===== config.mk =====
export PLATFORM = sky130hd
export DESIGN_NAME = gpss_front
export DESIGN_NICKNAME = d
export VERILOG_FILES = /design/src/hdl/gpss_pkg.sv /design/src/hdl/gpss_front.sv
export SDC_FILE = /design/constraint.sdc
export NUM_CORES = 2
export LEC_CHECK = 0
export ABC_AREA = 1
export BUFFER_PORTS_ARGS = -buffer_cell sky130_fd_sc_hd__buf_2
export CORE_UTILIZATION = 40
export DETAILED_ROUTE_END_ITERATION = 16
export PLACE_DENSITY_LB_ADDON = 0.05
export SYNTH_ARGS = -nofsm -noshare
export SYNTH_HDL_FRONTEND = slang
export SYNTH_SLANG_ARGS = --single-unit

===== constraint.sdc =====
create_clock -name clk_i -period 11.15 [get_ports clk_i]
set_input_delay 1.115 -clock clk_i [delete_from_list [all_inputs] [get_ports clk_i]]
set_output_delay 1.115 -clock clk_i [all_outputs]
set_load 0.01 [all_outputs]

===== src/hdl/gpss_pkg.sv =====
// ----------------------------------------------------------------------------
// gpss_pkg
// Types, sizes and codes of the steered GCC-PHAT score block.
// ----------------------------------------------------------------------------
package gpss_pkg;

  localparam int ANGLES = 32;
  localparam int BINS   = 256;
  localparam int PAIRS  = 8;
  localparam int DEPTH  = ANGLES * BINS * PAIRS;
  localparam int ADDR_W = $clog2(DEPTH);

  localparam int SQRT_STEPS = 32;  // result bits of a 64-bit radicand
  localparam int QUOT_BITS  = 17;  // |term| < 2^17
  localparam int SUM_W      = 20;

  typedef enum logic {
    OP_ACC   = 1'b0,
    OP_WRITE = 1'b1
  } gpss_op_e;

  typedef struct packed {
    logic               opcode;
    logic [4:0]         angle_index;
    logic [7:0]         bin_index;
    logic [2:0]         pair_index;
    logic signed [15:0] first_re;
    logic signed [15:0] first_im;
    logic signed [15:0] second_re;
    logic signed [15:0] second_im;
    logic signed [15:0] steer_re;
    logic signed [15:0] steer_im;
    logic               last_pair;
  } gpss_in_t;

  typedef struct packed {
    logic signed [19:0] score;
    logic [3:0]         skipped_terms;
  } gpss_out_t;

  // classified command handed from front to back
  typedef struct packed {
    gpss_op_e           op;
    logic               in_range;
    logic [ADDR_W-1:0]  addr;
    logic               last;
    logic signed [32:0] pr;
    logic signed [32:0] pi;
    logic [31:0]        steer;
  } gpss_cmd_t;

  typedef enum logic [2:0] {
    ST_IDLE,
    ST_MUL,
    ST_SUM,
    ST_SQRT,
    ST_DSET,
    ST_DIV,
    ST_ACC,
    ST_EMIT
  } gpss_state_e;

endpackage


===== src/hdl/gpss_front.sv =====
// ----------------------------------------------------------------------------
// gpss_front
// Accepts items, forms the cross-spectrum and table address, classifies.
// ----------------------------------------------------------------------------
module gpss_front import gpss_pkg::*; (
  input  logic      clk_i,
  input  logic      rst_ni,
  input  logic      in_valid_i,
  output logic      in_ready_o,
  input  gpss_in_t  in_item_i,
  output logic      push_valid_o,
  input  logic      push_ready_i,
  output gpss_cmd_t push_cmd_o
);

  logic      s_valid_q;
  gpss_cmd_t s_q, s_d;
  logic signed [31:0] m_rr, m_ii, m_ir, m_ri;

  assign in_ready_o   = !s_valid_q || push_ready_i;
  assign push_valid_o = s_valid_q;
  assign push_cmd_o   = s_q;

  // 16x16 products are exact in 32 bits
  assign m_rr = in_item_i.first_re * in_item_i.second_re;
  assign m_ii = in_item_i.first_im * in_item_i.second_im;
  assign m_ir = in_item_i.first_im * in_item_i.second_re;
  assign m_ri = in_item_i.first_re * in_item_i.second_im;

  always_comb begin
    s_d.op       = gpss_op_e'(in_item_i.opcode);
    s_d.in_range = (32'(in_item_i.angle_index) < ANGLES) &&
                   (32'(in_item_i.bin_index) < BINS) &&
                   (32'(in_item_i.pair_index) < PAIRS);
    s_d.addr     = ADDR_W'((32'(in_item_i.angle_index) * BINS +
                   32'(in_item_i.bin_index)) * PAIRS + 32'(in_item_i.pair_index));
    s_d.last     = in_item_i.last_pair;
    s_d.pr       = 33'(m_rr) + 33'(m_ii);
    s_d.pi       = 33'(m_ir) - 33'(m_ri);
    s_d.steer    = {in_item_i.steer_re, in_item_i.steer_im};
  end

  always_ff @(posedge clk_i or negedge rst_ni) begin
    if (!rst_ni) begin
      s_valid_q <= 1'b0;
    end else if (in_ready_o) begin
      s_valid_q <= in_valid_i;
    end
  end

  always_ff @(posedge clk_i) begin
    if (in_valid_i && in_ready_o) begin
      s_q <= s_d;
    end
  end

endmodule


# After elaboration in Yosys (flattened, before gate mapping)
# Index checks and enable logic that the tools add are counted.
# word_totals
reg_bits	117
inputBits	118
output_inout_bits	119
word_cells	18
# classes
n_addsub	4
n_mul	4
n_reduce_logical	3
# op_table
op	count
16-bit by 16-bit multiplier with 32-bit output	4
32-bit by 32-bit adder with 33-bit output	1
32-bit by 32-bit subtractor with 33-bit output	1
16-bit by 3-bit adder with 16-bit output	1
13-bit by 8-bit adder with 13-bit output	1
1-bit logical AND	1
1-bit zero test	1
1-bit logical OR	1

# Depth between registers and ports, before layout
# logic_depth
word_depth	3
ltp_mapped	30
mapped_depth_nobuf	29

# Worst setup path after synthesis
# Ideal clock, no wire load.
# synth_timing
path_type	input -> register
from	in in_item_i[96] (netlist bit)
to	reg s_q (netlist bit push_cmd_o[64]), data pin
setup_time_ns	0.252
arrival_ns	7.213
required_time_ns	10.898
setup_slack_ns	3.685
cell_stages	25
path_buffers	1
cell_sequence	clkbuf_1 > nand2_1 > inv_1 > fa_1 > inv_1 > fa_1 > fa_1 > inv_1 > fa_1 > fa_1 > inv_1 > fa_1 > fa_1 > inv_1 > fa_1 > inv_1 > ha_1 > nand2_1 > nor3_1 > and3_1 > nand2_1 > nand3_1 > inv_1 > nand2_1 > nand2_1
# synth_lines
item	line	source
from (decl)	gpss_front.sv:10	input gpss_in_t in_item_i,
to (signal assigned)	gpss_front.sv:53	s_q <= s_d;
to (decl)	gpss_front.sv:17	gpss_cmd_t s_q, s_d;

==> results <==
- The number of hold violations in the final report is 0.
- The number of global-route vias before repair is about 37000.
- For the pin with the worst max-slew slack, the measured transition is between 1 and 1.5 ns.
- In this run the worst path has a maximum fanout of 32.
- Of all flip-flops after synthesis, the portion carrying an async set or reset was less than 1%.
- The die covers ~120000 sq um.
- After the first detailed-routing iteration, the DRC count stood at 1986.
- The top-level port count is ~240.
- The site row count is 123.
- The data arrival time of the worst path is between 8 and 9 ns.
- The width of the chip is 339.8 um.
- The number of enable flip-flop cells after synthesis is around 120.
- The number of standard cells after synthesis is roughly 5300.
- The headroom to the max-slew limit is about a fifth.
- After layout, the worst path uses between 70% and 80% of the clock period.
- The worst setup path is launched from an input pin.
- Compared with the post-synthesis result, the final layout area differs by 7.454%.
- Buffers added to address setup during post-CTS repair amount to 0.
- The post-synth net total is about 6900.
- Setup total negative slack on the finished layout was measured at 0 ns.
- The buffer depth of the longest clock path is 2.
- The global router's overall resource usage is between 20% and 30%.
- The H-tree generated during clock tree synthesis spans 4 levels.
- Across the run, the number of max-cap violations was 0.
- The fraction of final layout cells with drive strength greater than 1 is 6.459%.
- Wires add up to around 150000 um.
- The smallest clock period supported by the final layout is computed as 8.543 ns.
- The filler cell count in the final layout is ~12000.
- The count of buffers inserted at the top-level ports is approximately 240.
- The CTS tree is built.
- The post-synthesis cell area is between 40000 and 50000 sq um.
- The average wire length per cell after detail routing is 21.65 um.
- The effective utilization at floorplan is between 40% and 50%.
- The worst hold path belongs to the class in2async.
- In the post-synthesis netlist, the biggest area contributors are sky130_fd_sc_hd__fa_1 (51%), sky130_fd_sc_hd__inv_1 (15%), sky130_fd_sc_hd__nand2_1 (10%).
- The area of the placeable core is about 110000 sq um.
- The count of nets left with antenna violations once routing finished came out at 0.
- The top cell types in the final layout, fill and taps aside, are sky130_fd_sc_hd__inv_1 (1835), sky130_fd_sc_hd__nand2_1 (1258), sky130_fd_sc_hd__fa_1 (1173).
- After clock tree synthesis, the flow added hold-fix buffers numbering 0.
- In this run the vertical extent of the chip is around 340 um.
- The library cell used most frequently in the layout, excluding fill and tap cells, is sky130_fd_sc_hd__inv_1.
- The length in cells of the worst reg-to-reg path is 2.
- The flow ran to the end, and the final reports show no timing, DRC or antenna violations.
- A synthesized cell averages approximately 8.6 sq um.
- The wire-length estimate of the detail-placed layout is about 120000 um.
- Data on the critical path is required at its endpoint by 11.33 ns.
- By startpoint and endpoint, the worst setup path is classified as in2reg.
- Setup repair after global routing left no endpoint under its margin.
- The weighted congestion reported at the end of routability-driven placement is around 0.9.
- Clock-pin slew was measured on the worst setup and hold paths at 0.06 ns.
- The number of warning messages in the yosys log is 0.
- The worst setup path is captured at a flop.
- The initial antenna violation count came to 7.
- On the final layout, the worst clock skew is around 0.011 ns.
- The pre-antenna-repair detailed-routing pass consisted of 5 iterations.
- The startpoint of the worst register-to-register path is push_valid_o.
- The number of buffers created by CTS is 17.
- The total of flip-flops plus latches after synthesis is between 100 and 150.
- The most used flip-flop cell after synthesis is sky130_fd_sc_hd__edfxtp_1.
- The number of pins exceeding their max-slew limit in the final report came to 0.
- Summing all multi-input logic gate instances after layout gives 34520 sq um.
- The routed layout has roughly 33000 vias.
- Summing all flip-flop and latch instances after layout gives 3508 sq um.
- The biggest area consumer among synthesized cells is sky130_fd_sc_hd__fa_1.
- The tree is rooted in a sky130_fd_sc_hd__clkbuf_16.
- For this run, the top clock speed supported by timing is between 100 and 150 MHz.
- The register area share after synthesis is just under 8%.
- Of the post-synthesis cell area, the dominant cell type holds 51.45%.
- The clock sink total is between 100 and 150.
- The DRC violation count after routing is 0.
- The final setup violation count is 0.
- The ratio of routed vias to standard cells is about 4.8.
- The first global-routing pass estimated approximately 230000 um of wire.
- In this run the register-to-register setup slack is 8.87 ns.
- The overall overflow remaining after global route is 0.
- The later pin in the worst-skew pair is clocked with a latency of 0.42 ns.
- Once the clock tree was built, the resizer swapped 0 gates to a different size.
- The endpoint identified for the worst register-to-register timing path is push_cmd_o[88].
- Entering global routing, the biggest net connects 67 pins.
- The total number of nets in the final design is ~7100.
- The number of distinct library cells after synthesis is 38.
worst max-delay path by stage:
stage / startpoint / endpoint / cells past startpoint
5_1_grt: in_item_i[80] / push_cmd_o[60] / 26
4_1_cts: in_item_i[80] / push_cmd_o[97] / 25
3_3_place_gp: in_item_i[80] / push_cmd_o[64] / 26
3_5_place_dp: in_item_i[80] / push_cmd_o[97] / 25
2_1_floorplan: in_item_i[96] / push_cmd_o[64] / 25
6_report: in_item_i[80] / push_cmd_o[64] / 26
state kept, by name, indices dropped and copies added, names as in the netlist:
| register | flops |
|---|---|
| push_valid_o | 1 |
| push_cmd_o | 116 |
worst max-delay path, stage by stage:
cell and delay [ns]:
sky130_fd_sc_hd__buf_2 0.57, sky130_fd_sc_hd__nand2_1 0.27, sky130_fd_sc_hd__inv_1 0.22, sky130_fd_sc_hd__fa_1 0.51, sky130_fd_sc_hd__fa_1 0.57, sky130_fd_sc_hd__fa_1 0.73, sky130_fd_sc_hd__inv_1 0.35, sky130_fd_sc_hd__fa_1 0.58
sky130_fd_sc_hd__inv_1 0.06, sky130_fd_sc_hd__fa_1 0.48, sky130_fd_sc_hd__fa_1 0.51, sky130_fd_sc_hd__fa_1 0.50, sky130_fd_sc_hd__inv_1 0.05, sky130_fd_sc_hd__fa_1 0.52, sky130_fd_sc_hd__inv_1 0.06, sky130_fd_sc_hd__ha_1 0.42
sky130_fd_sc_hd__nand2_1 0.15, sky130_fd_sc_hd__nor2_1 0.16, sky130_fd_sc_hd__inv_1 0.07, sky130_fd_sc_hd__nor2_1 0.26, sky130_fd_sc_hd__and3_1 0.20, sky130_fd_sc_hd__nand2_1 0.06, sky130_fd_sc_hd__nand3_1 0.11, sky130_fd_sc_hd__inv_1 0.05
sky130_fd_sc_hd__nand2_1 0.06, sky130_fd_sc_hd__nand2_1 0.05
metrics by stage:
| step | cells | util (%) | hold slack [ns] | setup WS [ns] | cell area [sq um] |
|---|---|---|---|---|---|
| CTS | 6965 | 43.47 | 0.4396 | 2.640 | 49040 |
| global route | 6965 | 43.47 | 0.4362 | 2.169 | 49040 |
| floorplan | 5331 | - | 0.6094 | 3.685 | 45640 |
| detailed placement | 6933 | 42.94 | 0.5968 | 2.197 | 48430 |
| global placement | 6933 | 42.94 | 0.5785 | 2.189 | 48430 |
| finish | 6966 | 43.48 | 0.4573 | 2.607 | 49040 |
synthesized netlist by cell type, types with 11 or more instances:
| cell type | n |
|---|---|
| sky130_fd_sc_hd__or2_2 | 14 |
| sky130_fd_sc_hd__a21oi_1 | 63 |
| sky130_fd_sc_hd__nor2_1 | 132 |
| sky130_fd_sc_hd__nand2_1 | 1258 |
| sky130_fd_sc_hd__fa_1 | 1173 |
| sky130_fd_sc_hd__o21ai_0 | 28 |
| sky130_fd_sc_hd__o21bai_1 | 11 |
| sky130_fd_sc_hd__inv_1 | 1835 |
| sky130_fd_sc_hd__ha_1 | 310 |
| sky130_fd_sc_hd__clkbuf_1 | 193 |
| sky130_fd_sc_hd__nand3_1 | 70 |
| sky130_fd_sc_hd__edfxtp_1 | 116 |
| sky130_fd_sc_hd__nand4_1 | 16 |
| sky130_fd_sc_hd__xor2_1 | 47 |
| sky130_fd_sc_hd__nor3_1 | 11 |
area by class of cell:
type | instances | area share [%]
multi-input combinational | 3183 | 70.38
timing repair buffer | 297 | 3.347
tap | 1500 | 3.827
inverter | 1836 | 14.05
antenna | 1 | 0.005102
clock buffer | 17 | 0.8674
clock inverter | 15 | 0.3699
sequential | 117 | 7.154
cells by family (layout without fill, tap and decap cells):
logic type	after synthesis	in the layout	synth area share, %
flops	117	117	7.687
other cells	1	2	0.008216
buf+inv	2031	2165	16.71
simple gates	1515	1515	12.97
xor+xnor	57	57	1.094
fa+ha+maj	1483	1483	59.95
compound gates	127	127	1.579
layer usage:
layer / routed length (um) / vias up / global-route usage, % / share of wire [%]
met5: 51 / - / 0 / 0.034
met4: 5685 / 8 / 8.483 / 3.8
met3: 6318 / 173 / 2.408 / 4.2
met2: 76350 / 892 / 48.44 / 51
met1: 62440 / 17186 / 35.94 / 41
li1: - / 14941 / - / -
Power is not shown: default switching activity piles up to over one toggle a cycle in this logic, so the estimate is an artifact.
