==> config.mk <==
export PLATFORM = sky130hd
export DESIGN_NAME = gpss_fifo
export DESIGN_NICKNAME = d
export VERILOG_FILES = /design/src/hdl/gpss_pkg.sv /design/src/hdl/gpss_fifo.sv
export SDC_FILE = /design/constraint.sdc
export NUM_CORES = 1
export LEC_CHECK = 0
export BUFFER_PORTS_ARGS = -buffer_cell sky130_fd_sc_hd__buf_4
export CAP_MARGIN = 10
export CORE_MARGIN = 5
export CORE_UTILIZATION = 35
export CTS_BUF_LIST = sky130_fd_sc_hd__clkbuf_4 sky130_fd_sc_hd__clkbuf_8
export DETAILED_ROUTE_END_ITERATION = 8
export GPL_TIMING_DRIVEN = 0
export HOLD_SLACK_MARGIN = 0.15
export SYNTH_ARGS = -nofsm -noshare
export SYNTH_HDL_FRONTEND = slang
export SYNTH_SLANG_ARGS = --single-unit
==> constraint.sdc <==
create_clock -name clk_i -period 10.4 [get_ports clk_i]
set_clock_uncertainty 0.1 [all_clocks]
set_input_delay 1.04 -clock clk_i [delete_from_list [all_inputs] [get_ports clk_i]]
set_output_delay 1.04 -clock clk_i [all_outputs]
set_load 0.03 [all_outputs]
==> src/hdl/gpss_pkg.sv <==
// ----------------------------------------------------------------------------
// gpss_pkg
// Types, sizes and codes of the steered GCC-PHAT score block.
// ----------------------------------------------------------------------------
package gpss_pkg;

  localparam int ANGLES = 32;
  localparam int BINS   = 256;
  localparam int PAIRS  = 8;
  localparam int DEPTH  = ANGLES * BINS * PAIRS;
  localparam int ADDR_W = $clog2(DEPTH);

  localparam int SQRT_STEPS = 32;  // result bits of a 64-bit radicand
  localparam int QUOT_BITS  = 17;  // |term| < 2^17
  localparam int SUM_W      = 20;

  typedef enum logic {
    OP_ACC   = 1'b0,
    OP_WRITE = 1'b1
  } gpss_op_e;

  typedef struct packed {
    logic               opcode;
    logic [4:0]         angle_index;
    logic [7:0]         bin_index;
    logic [2:0]         pair_index;
    logic signed [15:0] first_re;
    logic signed [15:0] first_im;
    logic signed [15:0] second_re;
    logic signed [15:0] second_im;
    logic signed [15:0] steer_re;
    logic signed [15:0] steer_im;
    logic               last_pair;
  } gpss_in_t;

  typedef struct packed {
    logic signed [19:0] score;
    logic [3:0]         skipped_terms;
  } gpss_out_t;

  // classified command handed from front to back
  typedef struct packed {
    gpss_op_e           op;
    logic               in_range;
    logic [ADDR_W-1:0]  addr;
    logic               last;
    logic signed [32:0] pr;
    logic signed [32:0] pi;
    logic [31:0]        steer;
  } gpss_cmd_t;

  typedef enum logic [2:0] {
    ST_IDLE,
    ST_MUL,
    ST_SUM,
    ST_SQRT,
    ST_DSET,
    ST_DIV,
    ST_ACC,
    ST_EMIT
  } gpss_state_e;

endpackage

==> src/hdl/gpss_fifo.sv <==
// ----------------------------------------------------------------------------
// gpss_fifo
// Two-entry command queue between front and back.
// ----------------------------------------------------------------------------
module gpss_fifo import gpss_pkg::*; (
  input  logic      clk_i,
  input  logic      rst_ni,
  input  logic      push_valid_i,
  output logic      push_ready_o,
  input  gpss_cmd_t push_cmd_i,
  output logic      pop_valid_o,
  input  logic      pop_i,
  output gpss_cmd_t pop_cmd_o
);

  gpss_cmd_t  mem_q [2];
  logic       wr_ptr_q, rd_ptr_q;
  logic [1:0] cnt_q;
  logic       do_push, do_pop;

  assign push_ready_o = (cnt_q != 2'd2);
  assign pop_valid_o  = (cnt_q != 2'd0);
  assign pop_cmd_o    = mem_q[rd_ptr_q];
  assign do_push      = push_valid_i && push_ready_o;
  assign do_pop       = pop_i && pop_valid_o;

  always_ff @(posedge clk_i or negedge rst_ni) begin
    if (!rst_ni) begin
      wr_ptr_q <= 1'b0;
      rd_ptr_q <= 1'b0;
      cnt_q    <= 2'd0;
    end else begin
      if (do_push) wr_ptr_q <= !wr_ptr_q;
      if (do_pop)  rd_ptr_q <= !rd_ptr_q;
      cnt_q <= cnt_q + {1'b0, do_push} - {1'b0, do_pop};
    end
  end

  always_ff @(posedge clk_i) begin
    if (do_push) begin
      mem_q[wr_ptr_q] <= push_cmd_i;
    end
  end

endmodule

# --- Word-level counts from Yosys, hierarchy flattened ---
# Memory sizes are Yosys's and may differ from the RTL's.
# Cells that the tools add are included.
classes:
  addsub: 2
  eq_ne: 1
  muxes: 2
  reduce_logical: 5
ops:
  columns: ["op", "count"]
  rows:
  - ["$add 2x1->2", 1]
  - ["$logic_and 1x1->1", 2]
  - ["$logic_not 1->1", 2]
  - ["$mux 1", 2]
  - ["$ne 2x2->1 const B", 1]
  - ["$reduce_bool 2->1", 1]
  - ["$sub 2x1->2", 1]
totals:
  regBits: 4
  mem_bits_rw: 234
  inputBits: 121
  out_inout_bits: 119
  word_cells: 14
  memories: 1
memory_table:
  columns: ["memory", "words", "word_bits", "read_ports", "rd_ports_with_merged_regs", "write_ports", "line", "text"]
  rows:
  - ["mem_q", 2, 117, 1, 0, 1, "gpss_fifo.sv:16", "gpss_cmd_t mem_q [2];"]

# --- Depth between registers and ports, before layout ---
# Gate-level depths: netlist (run 1).
depth:
  depth_word: 4
  depth_mapped: 5
  ltp_nobuf: 5

# --- Worst setup path before layout (run 1) ---
# Ideal clock, no wire load.
synth_timing:
  path_kind: "input port to flip-flop"
  from: "in push_valid_i"
  to: "mem mem_q[0][0] (netlist name) (enable)"
  setup_ns: 0.594
  arrival_ns: 5.990
  t_required_ns: 9.706
  path_slack_ns: 3.716
  stages: 2
  path_buffers: 0
  cell_sequence: "nand2_1 nor2_1"
synth_via:
  elab_chain_len: 3
synth_lines:
  columns: ["element", "line", "text"]
  rows:
  - ["from (decl)", "gpss_fifo.sv:8", "input logic push_valid_i,"]
  - ["$logic_and 1x1->1", "gpss_fifo.sv:24", "assign do_push = push_valid_i && push_ready_o;"]
  - ["$mux 1", "gpss_fifo.sv:40", "if (do_push) begin"]
  - ["$mux 1 (not written as such)", "gpss_fifo.sv:41", "mem_q[wr_ptr_q] <= push_cmd_i;"]
  - ["to (decl)", "gpss_fifo.sv:16", null]
# No other way between the ends.

==> flow_metrics.env, run 1 <==
export IMPL_post_cts_setup_buffer_count=0
export IMPL_seq_area_frac_synth_pct=81.6
export IMPL_finalSetupViolCount=0
export IMPL_vias=4596
export IMPL_synth_area_um2=8730
export IMPL_worstRegToRegCells=5
export IMPL_worstReg2RegStart="cnt_q[0]$_DFF_PN0_"
export IMPL_htreeDepth=2
export IMPL_synthCells=386
export IMPL_seqCellArea_um2=7130
export IMPL_grt_setup_unrepaired="false"
export IMPL_synth_seq_cells=238
export IMPL_syn_avg_cell_area_um2=22.6
export IMPL_ctsRootBufferMaster="clkbuf_8"
export IMPL_start_kind="register"
export IMPL_p_comb_share_pct=40.4
export IMPL_dr_pass1_iters=4
export IMPL_clk_pin_slew_ps=60
export IMPL_period_minus_slack_ps=3020
export IMPL_worst_path_max_fanout=10
export IMPL_drive_above_1_share_pct=62.7
export IMPL_crit_start="rd_ptr_q$_DFFE_PN0P_"
export IMPL_io_buffers=239
export IMPL_dieArea_um2=28200
export IMPL_timing_final_crit_share_pct=29.0
export IMPL_grt_max_degree=56
export IMPL_ys_warnings_count=0
export IMPL_hpwl_um=13000
export IMPL_reg2reg_to="mem_q[0][37]$_DFFE_PP_"
export IMPL_crit_arrival_ps=1880
export IMPL_grt_usage_pct=12.6
export IMPL_core_area_um2=24500
export IMPL_fin_util_pct=48.5
export IMPL_holdWs_ps=226
export IMPL_drt_wl_total_um=18400
export IMPL_wire_per_inst_um=18.0
export IMPL_numCtsBuffers=40
export IMPL_cts_tree="yes"
export IMPL_antennaDiodeCount=0
export IMPL_cts_hold_buf=0
export IMPL_overflow=0
export IMPL_syn_to_final_growth_pct=35.8
export IMPL_p_leak_uw=0.00449
export IMPL_endpoint="pop_cmd_o[12]"
export IMPL_p_switching_uw=1230
export IMPL_ant_nets=0
export IMPL_die_h_um=168
export IMPL_internal_power_uw=2350
export IMPL_status="finished clean"
export IMPL_start_util_pct=35.7
export IMPL_peakVddDrop_mv=0.186
export IMPL_setup_ws_ps=7380
export IMPL_rows=57
export IMPL_regToRegSetupSlack_ps=8190
export IMPL_cts_path_max_buffers=3
export IMPL_min_path_type="in -> async"
export IMPL_fillers=2084
export IMPL_fp_dieW_um=168
export IMPL_finalMaxSlewViolations=0
export IMPL_hold_violations=0
export IMPL_cts_resized=0
export IMPL_viasPerCell=4.49
export IMPL_pwr_share_clk_pct=21.8
export IMPL_power_density_nw_per_um2=303
export IMPL_sw_frac_of_total_pct=34.4
export IMPL_nNetsFinal=795
export IMPL_cp_end_kind="primary output"
export IMPL_cap_violations=0
export IMPL_clkSinkCount=238
export IMPL_timing_fmax_mhz=332
export IMPL_ios=240
export IMPL_timing_slew_headroom_pct=57.1
export IMPL_worst_endpoint_required_ps=9260
export IMPL_grt_pass1_vias=5094
export IMPL_tns_ps=0
export IMPL_grt_pass1_wl_um=28000
export IMPL_worstMarginPinSlew_ps=642
export IMPL_synth_net_count=508
export IMPL_antenna_found_initial=0
export IMPL_post_place_ws_ps=7650
export IMPL_critPathKind="reg -> out"
export IMPL_multi_input_area_um2=1530
export IMPL_drtIter0Drc=139
export IMPL_power_frac_seq_pct=37.8
export IMPL_drc=0
export IMPL_ys_types=19
export IMPL_gp_congestion=0.732
export IMPL_insertion_delay_ps=500
-- how the worst min path moves through the flow --
stage	startpoint	end	slack, ps	cells past startpoint
after detailed placement	wr_ptr_q$_DFFE_PN0P_	wr_ptr_q$_DFFE_PN0P_	450	1
after global routing	rst_ni	cnt_q[0]$_DFF_PN0_	160	1
after floorplan	wr_ptr_q$_DFFE_PN0P_	wr_ptr_q$_DFFE_PN0P_	360	1
after CTS	rst_ni	cnt_q[0]$_DFF_PN0_	180	1
after global placement	wr_ptr_q$_DFFE_PN0P_	wr_ptr_q$_DFFE_PN0P_	370	1
final	rst_ni	cnt_q[0]$_DFF_PN0_	230	1
-- sequential cells by signal (all words and copies together), names as in the netlist --
register	flops
wr_ptr_q	1
rd_ptr_q	1
cnt_q	2
mem_q	234
-- per-layer routing --
metal / wire [um] / vias to the layer above / global-route usage, %
met5: 0 / - / 0
met4: 347 / 0 / 3.99
met3: 1530 / 29 / 4.67
met2: 9220 / 181 / 21.0
met1: 7350 / 2269 / 15.2
li1: - / 2117 / -
-- Yosys cell counts (all sizes together) --
cell    instances  share of area (%)
a311oi          1               0.10
and3            1              0.072
buf            13                1.0
dfrtp           4                1.1
edfxtp        234                 80
ha              1               0.14
mux2          117                 16
nand2           2              0.086
nand2b          1              0.072
nand3           1              0.057
nor2            3               0.13
nor2b           1              0.072
nor4bb          1               0.11
o21ai           1              0.057
o21ba           1               0.11
or2             1              0.072
xnor2           3               0.30
-- worst max-delay path, cell delays in order, from the launching register on --
cell,delay [ps]
dfrtp_1,330
buf_6,170
buf_2,310
mux2_2,380
buf_4,170
-- per-stage QoR --
| step | area, um2 | std cells | power [uW] |
|---|---|---|---|
| floorplan | 8730 | 386 | 2330 |
| global placement | 10900 | 949 | 2840 |
| detailed placement | 11100 | 955 | 2850 |
| CTS | 11900 | 1024 | 3660 |
| global route | 11900 | 1024 | 3780 |
| finish | 11900 | 1024 | 3590 |
-- cell usage in the layout (no fill, tap or decap), types with 4 or more instances in the layout --
cell type and count:
mux2_2 97, buf_2 9, clkinv_1 9, buf_6 4, dfrtp_1 4, buf_16 4, clkbuf_8 41, mux2_4 20
clkbuf_4 17, buf_4 239, edfxtp_1 234
-- kinds of logic after synthesis --
logic type	count (synthesis)	share of synthesized area (%)
adder cells (fa/ha/maj)	1	0.143
flip-flops	238	81.6
AO/OA/AOI/OAI	3	0.272
AND/OR/NAND/NOR	11	0.674
multiplexers	117	16.0
buffers and inverters	13	1.03
XOR/XNOR	3	0.301
-- cell type report --
cell class                 count  share of cell area (%)
clock buffer                  58                    5.84
timing repair buffer         245                    16.4
buffer                        13                   0.760
sequential                   238                    60.1
tap                          324                    3.42
multi-input combinational    135                    12.9
clock inverter                11                   0.581
-- power groups by stage --
| stage | logic [uW] | clock network [uW] | registers [uW] |
|---|---|---|---|
| after detailed placement | 1470 | 0 | 1380 |
| final | 1450 | 783 | 1360 |
| after floorplan | 930 | 0 | 1400 |
| after global placement | 1410 | 0 | 1430 |
| after CTS | 1480 | 817 | 1360 |
| after global routing | 1530 | 872 | 1370 |
(Power assumes the default switching activity.)
==> inputs of run 2 (changes only) <==
==> constraint.sdc (replaced) <==
create_clock -name clk_i -period 2.4 [get_ports clk_i]
set_clock_uncertainty 0.1 [all_clocks]
set_input_delay 0.24 -clock clk_i [delete_from_list [all_inputs] [get_ports clk_i]]
set_output_delay 0.24 -clock clk_i [all_outputs]
set_load 0.03 [all_outputs]
==> run 2 against run 1 <==
Against the previous run: non-clock buffer count up 119; largest cell class unchanged; wire length up 5.9%; register-to-register slack worse by 8000 ps; global-route usage up 0.83 points; largest power group unchanged; combinational power rose to 4.4 times the previous value; critical path depth unchanged.
==> flow_metrics.env, run 2 (synthesis results as in run 1) <==
export IMPL_status="finished clean"
export IMPL_crit_start="rd_ptr_q$_DFFE_PN0P_"
export IMPL_finalSetupViolCount=0
export IMPL_timing_slew_headroom_pct=41.7
export IMPL_gp_congestion=0.716
export IMPL_fp_dieW_um=168
export IMPL_start_kind="register"
export IMPL_clkSinkCount=238
export IMPL_cap_violations=0
export IMPL_drc=0
export IMPL_p_switching_uw=5430
export IMPL_worst_path_max_fanout=10
export IMPL_cts_resized=0
export IMPL_syn_to_final_growth_pct=48.5
export IMPL_overflow=0
export IMPL_min_path_type="in -> reg"
export IMPL_drt_wl_total_um=19500
export IMPL_largestRegisters="mem_q x234, cnt_q x2"
export IMPL_met1_usage_pct=15.4
export IMPL_grt_pass1_wl_um=30000
export IMPL_met3_usage_pct=4.27
export IMPL_ctsRootBufferMaster="clkbuf_8"
export IMPL_critPathKind="reg -> out"
export IMPL_peakVddDrop_mv=0.708
export IMPL_dr_pass1_iters=4
export IMPL_timing_fmax_mhz=445
export IMPL_dieArea_um2=28200
export IMPL_p_leak_uw=0.00496
export IMPL_post_cts_setup_buffer_count=0
export IMPL_grt_pass1_vias=5646
export IMPL_mostFrequentLayoutCell="buf_4"
export IMPL_fin_area_um2=13000
export IMPL_wire_per_inst_um=17.2
export IMPL_worst_endpoint_required_ps=2060
export IMPL_vias=5078
export IMPL_core_area_um2=24500
export IMPL_cts_tree="yes"
export IMPL_drive_above_1_share_pct=53.8
export IMPL_p_total_uw=15500
export IMPL_fillers=1957
export IMPL_start_util_pct=35.7
export IMPL_p_comb_share_pct=41.2
export IMPL_io_buffers=239
export IMPL_finalMaxSlewViolations=0
export IMPL_antenna_found_initial=1
export IMPL_period_minus_slack_ps=2250
export IMPL_grt_max_degree=61
export IMPL_grt_usage_pct=13.4
export IMPL_insertion_delay_ps=510
export IMPL_worstMarginPinSlew_ps=875
export IMPL_hold_violations=0
export IMPL_timing_final_crit_share_pct=93.6
export IMPL_numCtsBuffers=40
export IMPL_met2_usage_pct=23.5
export IMPL_power_frac_seq_pct=38.0
export IMPL_busiest_layer="met2"
export IMPL_largest_register="mem_q"
export IMPL_final_cell_mix="239 x buf_4, 234 x edfxtp_1, 121 x dlygate4sd3_1"
export IMPL_drtIter0Drc=233
export IMPL_clk_pin_slew_ps=60
export IMPL_hpwl_um=12600
export IMPL_cp_end_kind="primary output"
export IMPL_sw_frac_of_total_pct=34.9
export IMPL_pwr_share_clk_pct=20.8
export IMPL_ios=240
export IMPL_htreeDepth=2
export IMPL_power_density_nw_per_um2=1200
export IMPL_grt_setup_unrepaired="false"
export IMPL_place_area_um2=11000
export IMPL_viasPerCell=4.46
export IMPL_ant_nets=0
export IMPL_internal_power_uw=10100
export IMPL_worstReg2RegStart="cnt_q[0]$_DFF_PN0_"
export IMPL_min_from="push_cmd_i[115]"
export IMPL_nNetsFinal=915
export IMPL_die_h_um=168
export IMPL_largest_reg_flops=234
export IMPL_rows=57
export IMPL_cts_path_max_buffers=3
export IMPL_crit_arrival_ps=1910
[run 2: layout make-up]
class	instances	area, um2	share of cell area (%)
Antenna cell	1	2.50	0.0193
Clock buffer	55	669	5.16
Timing Repair Buffer	364	3090	23.8
Tap cell	324	405	3.13
Buffer	13	90.1	0.695
Clock inverter	8	33.8	0.260
Multi-Input combinational cell	136	1550	11.9
Sequential cell	238	7130	55.0
[run 2: timing repair]
action | in CTS | in global routing
endpoints found under the setup margin | 31 | 0
hold buffers | 121 | 0
hold endpoints to repair | 254 | 0
[run 2: final timing paths]
check | to | slack [ps] | depth (start not counted)
setup reg to reg | mem_q[1][105]$_DFFE_PP_ | 160 | 3
max in group asynchronous | wr_ptr_q$_DFFE_PN0P_ | 1480 | 3
hold / removal | mem_q[1][115]$_DFFE_PP_ | 360 | 2
hold reg to reg | cnt_q[0]$_DFF_PN0_ | 540 | 1
setup / recovery | pop_cmd_o[34] | 150 | 4
min in group asynchronous | rd_ptr_q$_DFFE_PN0P_ | 530 | 3
[run 2: per-layer routing]
metal  share of wire (%)  vias up
li1                    -     2357
met1                  39     2515
met4                 2.2        0
met2                  52      169
met3                 7.6       37
met5                   0        -
[run 2: worst max-delay path, cell delays in order (launching register included)]
cell     delay [ps]
dfrtp_1         340
buf_6           180
buf_2           320
mux2_2          380
buf_4           170
[run 2: power by group through the flow]
stage	sequential, uW	clock, uW	combinational, uW
after global routing	5980	3570	6760
after floorplan	5960	0	4060
after global placement	6020	0	6130
final	5910	3230	6400
after detailed placement	5990	0	6320
after CTS	5920	3380	6520
[run 2: stage by stage]
stage	cells	util [%]	setup TNS [ps]	setup slack [ps]	hold slack, ps
after floorplan	386	-	-92190	-537	-156
after global placement	949	44.8	-264830	-1360	-61.9
after detailed placement	953	45.2	-56.0	-3.87	-57.6
after CTS	1138	53.0	0	59.6	300
after global routing	1139	53.0	0	4.57	324
final	1139	53.0	0	154	358
==> inputs of run 3 (changes only) <==
--- a/config.mk
+++ b/config.mk
@@ -13,6 +13,7 @@
 export DETAILED_ROUTE_END_ITERATION = 8
 export GPL_TIMING_DRIVEN = 0
 export HOLD_SLACK_MARGIN = 0.15
+export SETUP_SLACK_MARGIN = 0.5
 export SYNTH_ARGS = -nofsm -noshare
 export SYNTH_HDL_FRONTEND = slang
 export SYNTH_SLANG_ARGS = --single-unit
==> run 3 against run 2 <==
Against the previous run: first-iteration DRC count shrank 16%; largest power group unchanged; largest cell class unchanged; global-route usage is 0.63 points higher; critical path type unchanged; setup slack better by 67 ps; highest routed layer unchanged; utilization up 1.7 points; via count rose by 0.59%; clock power increased by 4%.
==> flow_metrics.env, run 3 (synthesis results as in run 1) <==
export IMPL_fin_util_pct=54.7
export IMPL_drt_wl_total_um=20300
export IMPL_die_h_um=168
export IMPL_overflow=0
export IMPL_core_area_um2=24500
export IMPL_drive_above_1_share_pct=54.1
export IMPL_crit_arrival_ps=1840
export IMPL_antenna_found_initial=0
export IMPL_finalSetupViolCount=0
export IMPL_numCtsBuffers=39
export IMPL_htreeDepth=2
export IMPL_grt_pass1_wl_um=31200
export IMPL_largestRegisters="mem_q x234, cnt_q x2"
export IMPL_place_area_um2=11000
export IMPL_tns_ps=0
export IMPL_min_path_type="in -> reg"
export IMPL_period_minus_slack_ps=2180
export IMPL_rows=57
export IMPL_fp_dieW_um=168
export IMPL_hold_violations=0
export IMPL_holdWs_ps=360
export IMPL_start_kind="register"
export IMPL_cts_tree="yes"
export IMPL_antennaDiodeCount=0
export IMPL_worst_path_max_fanout=10
export IMPL_setup_ws_ps=220
export IMPL_sw_frac_of_total_pct=34.3
export IMPL_cp_end_kind="primary output"
export IMPL_drc=0
export IMPL_p_comb_share_pct=43.3
export IMPL_worst_endpoint_required_ps=2060
export IMPL_final_cell_mix="234 x edfxtp_1, 219 x buf_4, 121 x dlygate4sd3_1"
export IMPL_grt_max_degree=61
export IMPL_insertion_delay_ps=500
export IMPL_dr_pass1_iters=4
export IMPL_vias=5108
export IMPL_dieArea_um2=28200
export IMPL_cts_path_max_buffers=3
export IMPL_critPathKind="reg -> out"
export IMPL_timing_slew_headroom_pct=66.8
export IMPL_drtIter0Drc=196
export IMPL_post_place_ws_ps=36.5
export IMPL_start_util_pct=35.7
export IMPL_internal_power_uw=10800
export IMPL_hpwl_um=12600
export IMPL_syn_to_final_growth_pct=53.2
export IMPL_p_leak_uw=0.00513
export IMPL_clkSinkCount=238
export IMPL_viasPerCell=4.43
export IMPL_pwr_share_clk_pct=20.5
export IMPL_nNetsFinal=924
export IMPL_ant_nets=0
export IMPL_cap_violations=0
export IMPL_grt_setup_unrepaired="true"
export IMPL_status="finished clean"
export IMPL_grt_usage_pct=14.0
export IMPL_worstMarginPinSlew_ps=499
export IMPL_power_frac_seq_pct=36.2
export IMPL_gp_congestion=0.716
export IMPL_finalMaxSlewViolations=0
export IMPL_io_buffers=239
export IMPL_p_switching_uw=5630
export IMPL_power_density_nw_per_um2=1230
export IMPL_clk_pin_slew_ps=60
export IMPL_fin_area_um2=13400
export IMPL_wire_per_inst_um=17.6
export IMPL_timing_fmax_mhz=459
export IMPL_mostFrequentLayoutCell="edfxtp_1"
export IMPL_ctsRootBufferMaster="clkbuf_8"
export IMPL_largest_reg_flops=234
export IMPL_timing_final_crit_share_pct=90.8
export IMPL_peakVddDrop_mv=0.698
export IMPL_ios=240
export IMPL_grt_pass1_vias=5790
export IMPL_largest_register="mem_q"
## run 3: cell count changes in the layout (fill, tap and decap cells not counted), moves of 3 or more
cell,change
buf_12,+10
buf_2,-9
buf_4,-20
buf_6,+25
clkinv_1,+6
mux2_2,-3
mux2_4,+3
## run 3: layout make-up
class | count | area [um2]
well taps | 324 | 405
clock buffers | 55 | 669
repair buffers | 372 | 3300
multi-input cells | 138 | 1580
plain buffers | 13 | 209
clock inverters | 14 | 81.3
flip-flops and latches | 238 | 7130
fillers | 1891 | 11100
## run 3: power by group through the flow
| stage | Clock (uW) | Combinational (uW) | Sequential (uW) |
|---|---|---|---|
| after CTS | 3500 | 7170 | 5930 |
| after global placement | 0 | 6130 | 6020 |
| final | 3360 | 7100 | 5930 |
| after detailed placement | 0 | 6310 | 5990 |
| after global routing | 3710 | 7470 | 6000 |
| after floorplan | 0 | 4060 | 5960 |
## run 3: routing by layer
layer  routed length, um  GRT usage (%)
met1                7650           15.8
met2               10700           25.5
met3                1540           4.69
met4                 346           3.67
met5                   0              0
## run 3: critical path, stage by stage, from the launching register on
cell,delay [ps]
dfrtp_2,430
buf_8,160
buf_12,150
buf_12,150
mux2_4,300
buf_6,140
## run 3: path summary, 6_finish.rpt
check / from / end / slack (ps) / depth (start not counted)
setup / recovery: rd_ptr_q$_DFFE_PN0P_ / pop_cmd_o[105] / 220 / 5
hold / removal: push_cmd_i[59] / mem_q[1][59]$_DFFE_PP_ / 360 / 2
setup reg to reg: cnt_q[0]$_DFF_PN0_ / mem_q[0][1]$_DFFE_PP_ / 610 / 5
hold reg to reg: cnt_q[0]$_DFF_PN0_ / cnt_q[0]$_DFF_PN0_ / 520 / 1
max in group asynchronous: rst_ni / rd_ptr_q$_DFFE_PN0P_ / 1450 / 3
min in group asynchronous: rst_ni / rd_ptr_q$_DFFE_PN0P_ / 560 / 3
## run 3: through the flow
step | cells | power, uW
6_report | 1154 | 16400
5_1_grt | 1154 | 17200
4_1_cts | 1153 | 16600
3_5_place_dp | 953 | 12300
3_3_place_gp | 949 | 12200
2_1_floorplan | 386 | 10000
## run 3: repair_timing
item / CTS / global route
endpoints found under the setup margin: 326 / 130
hold buffers: 121 / 0
gates cloned: 4 / 0
gates resized for setup: 62 / 5
hold endpoints to repair: 242 / 0
setup buffers: 6 / 1
pin swaps: 2 / 0
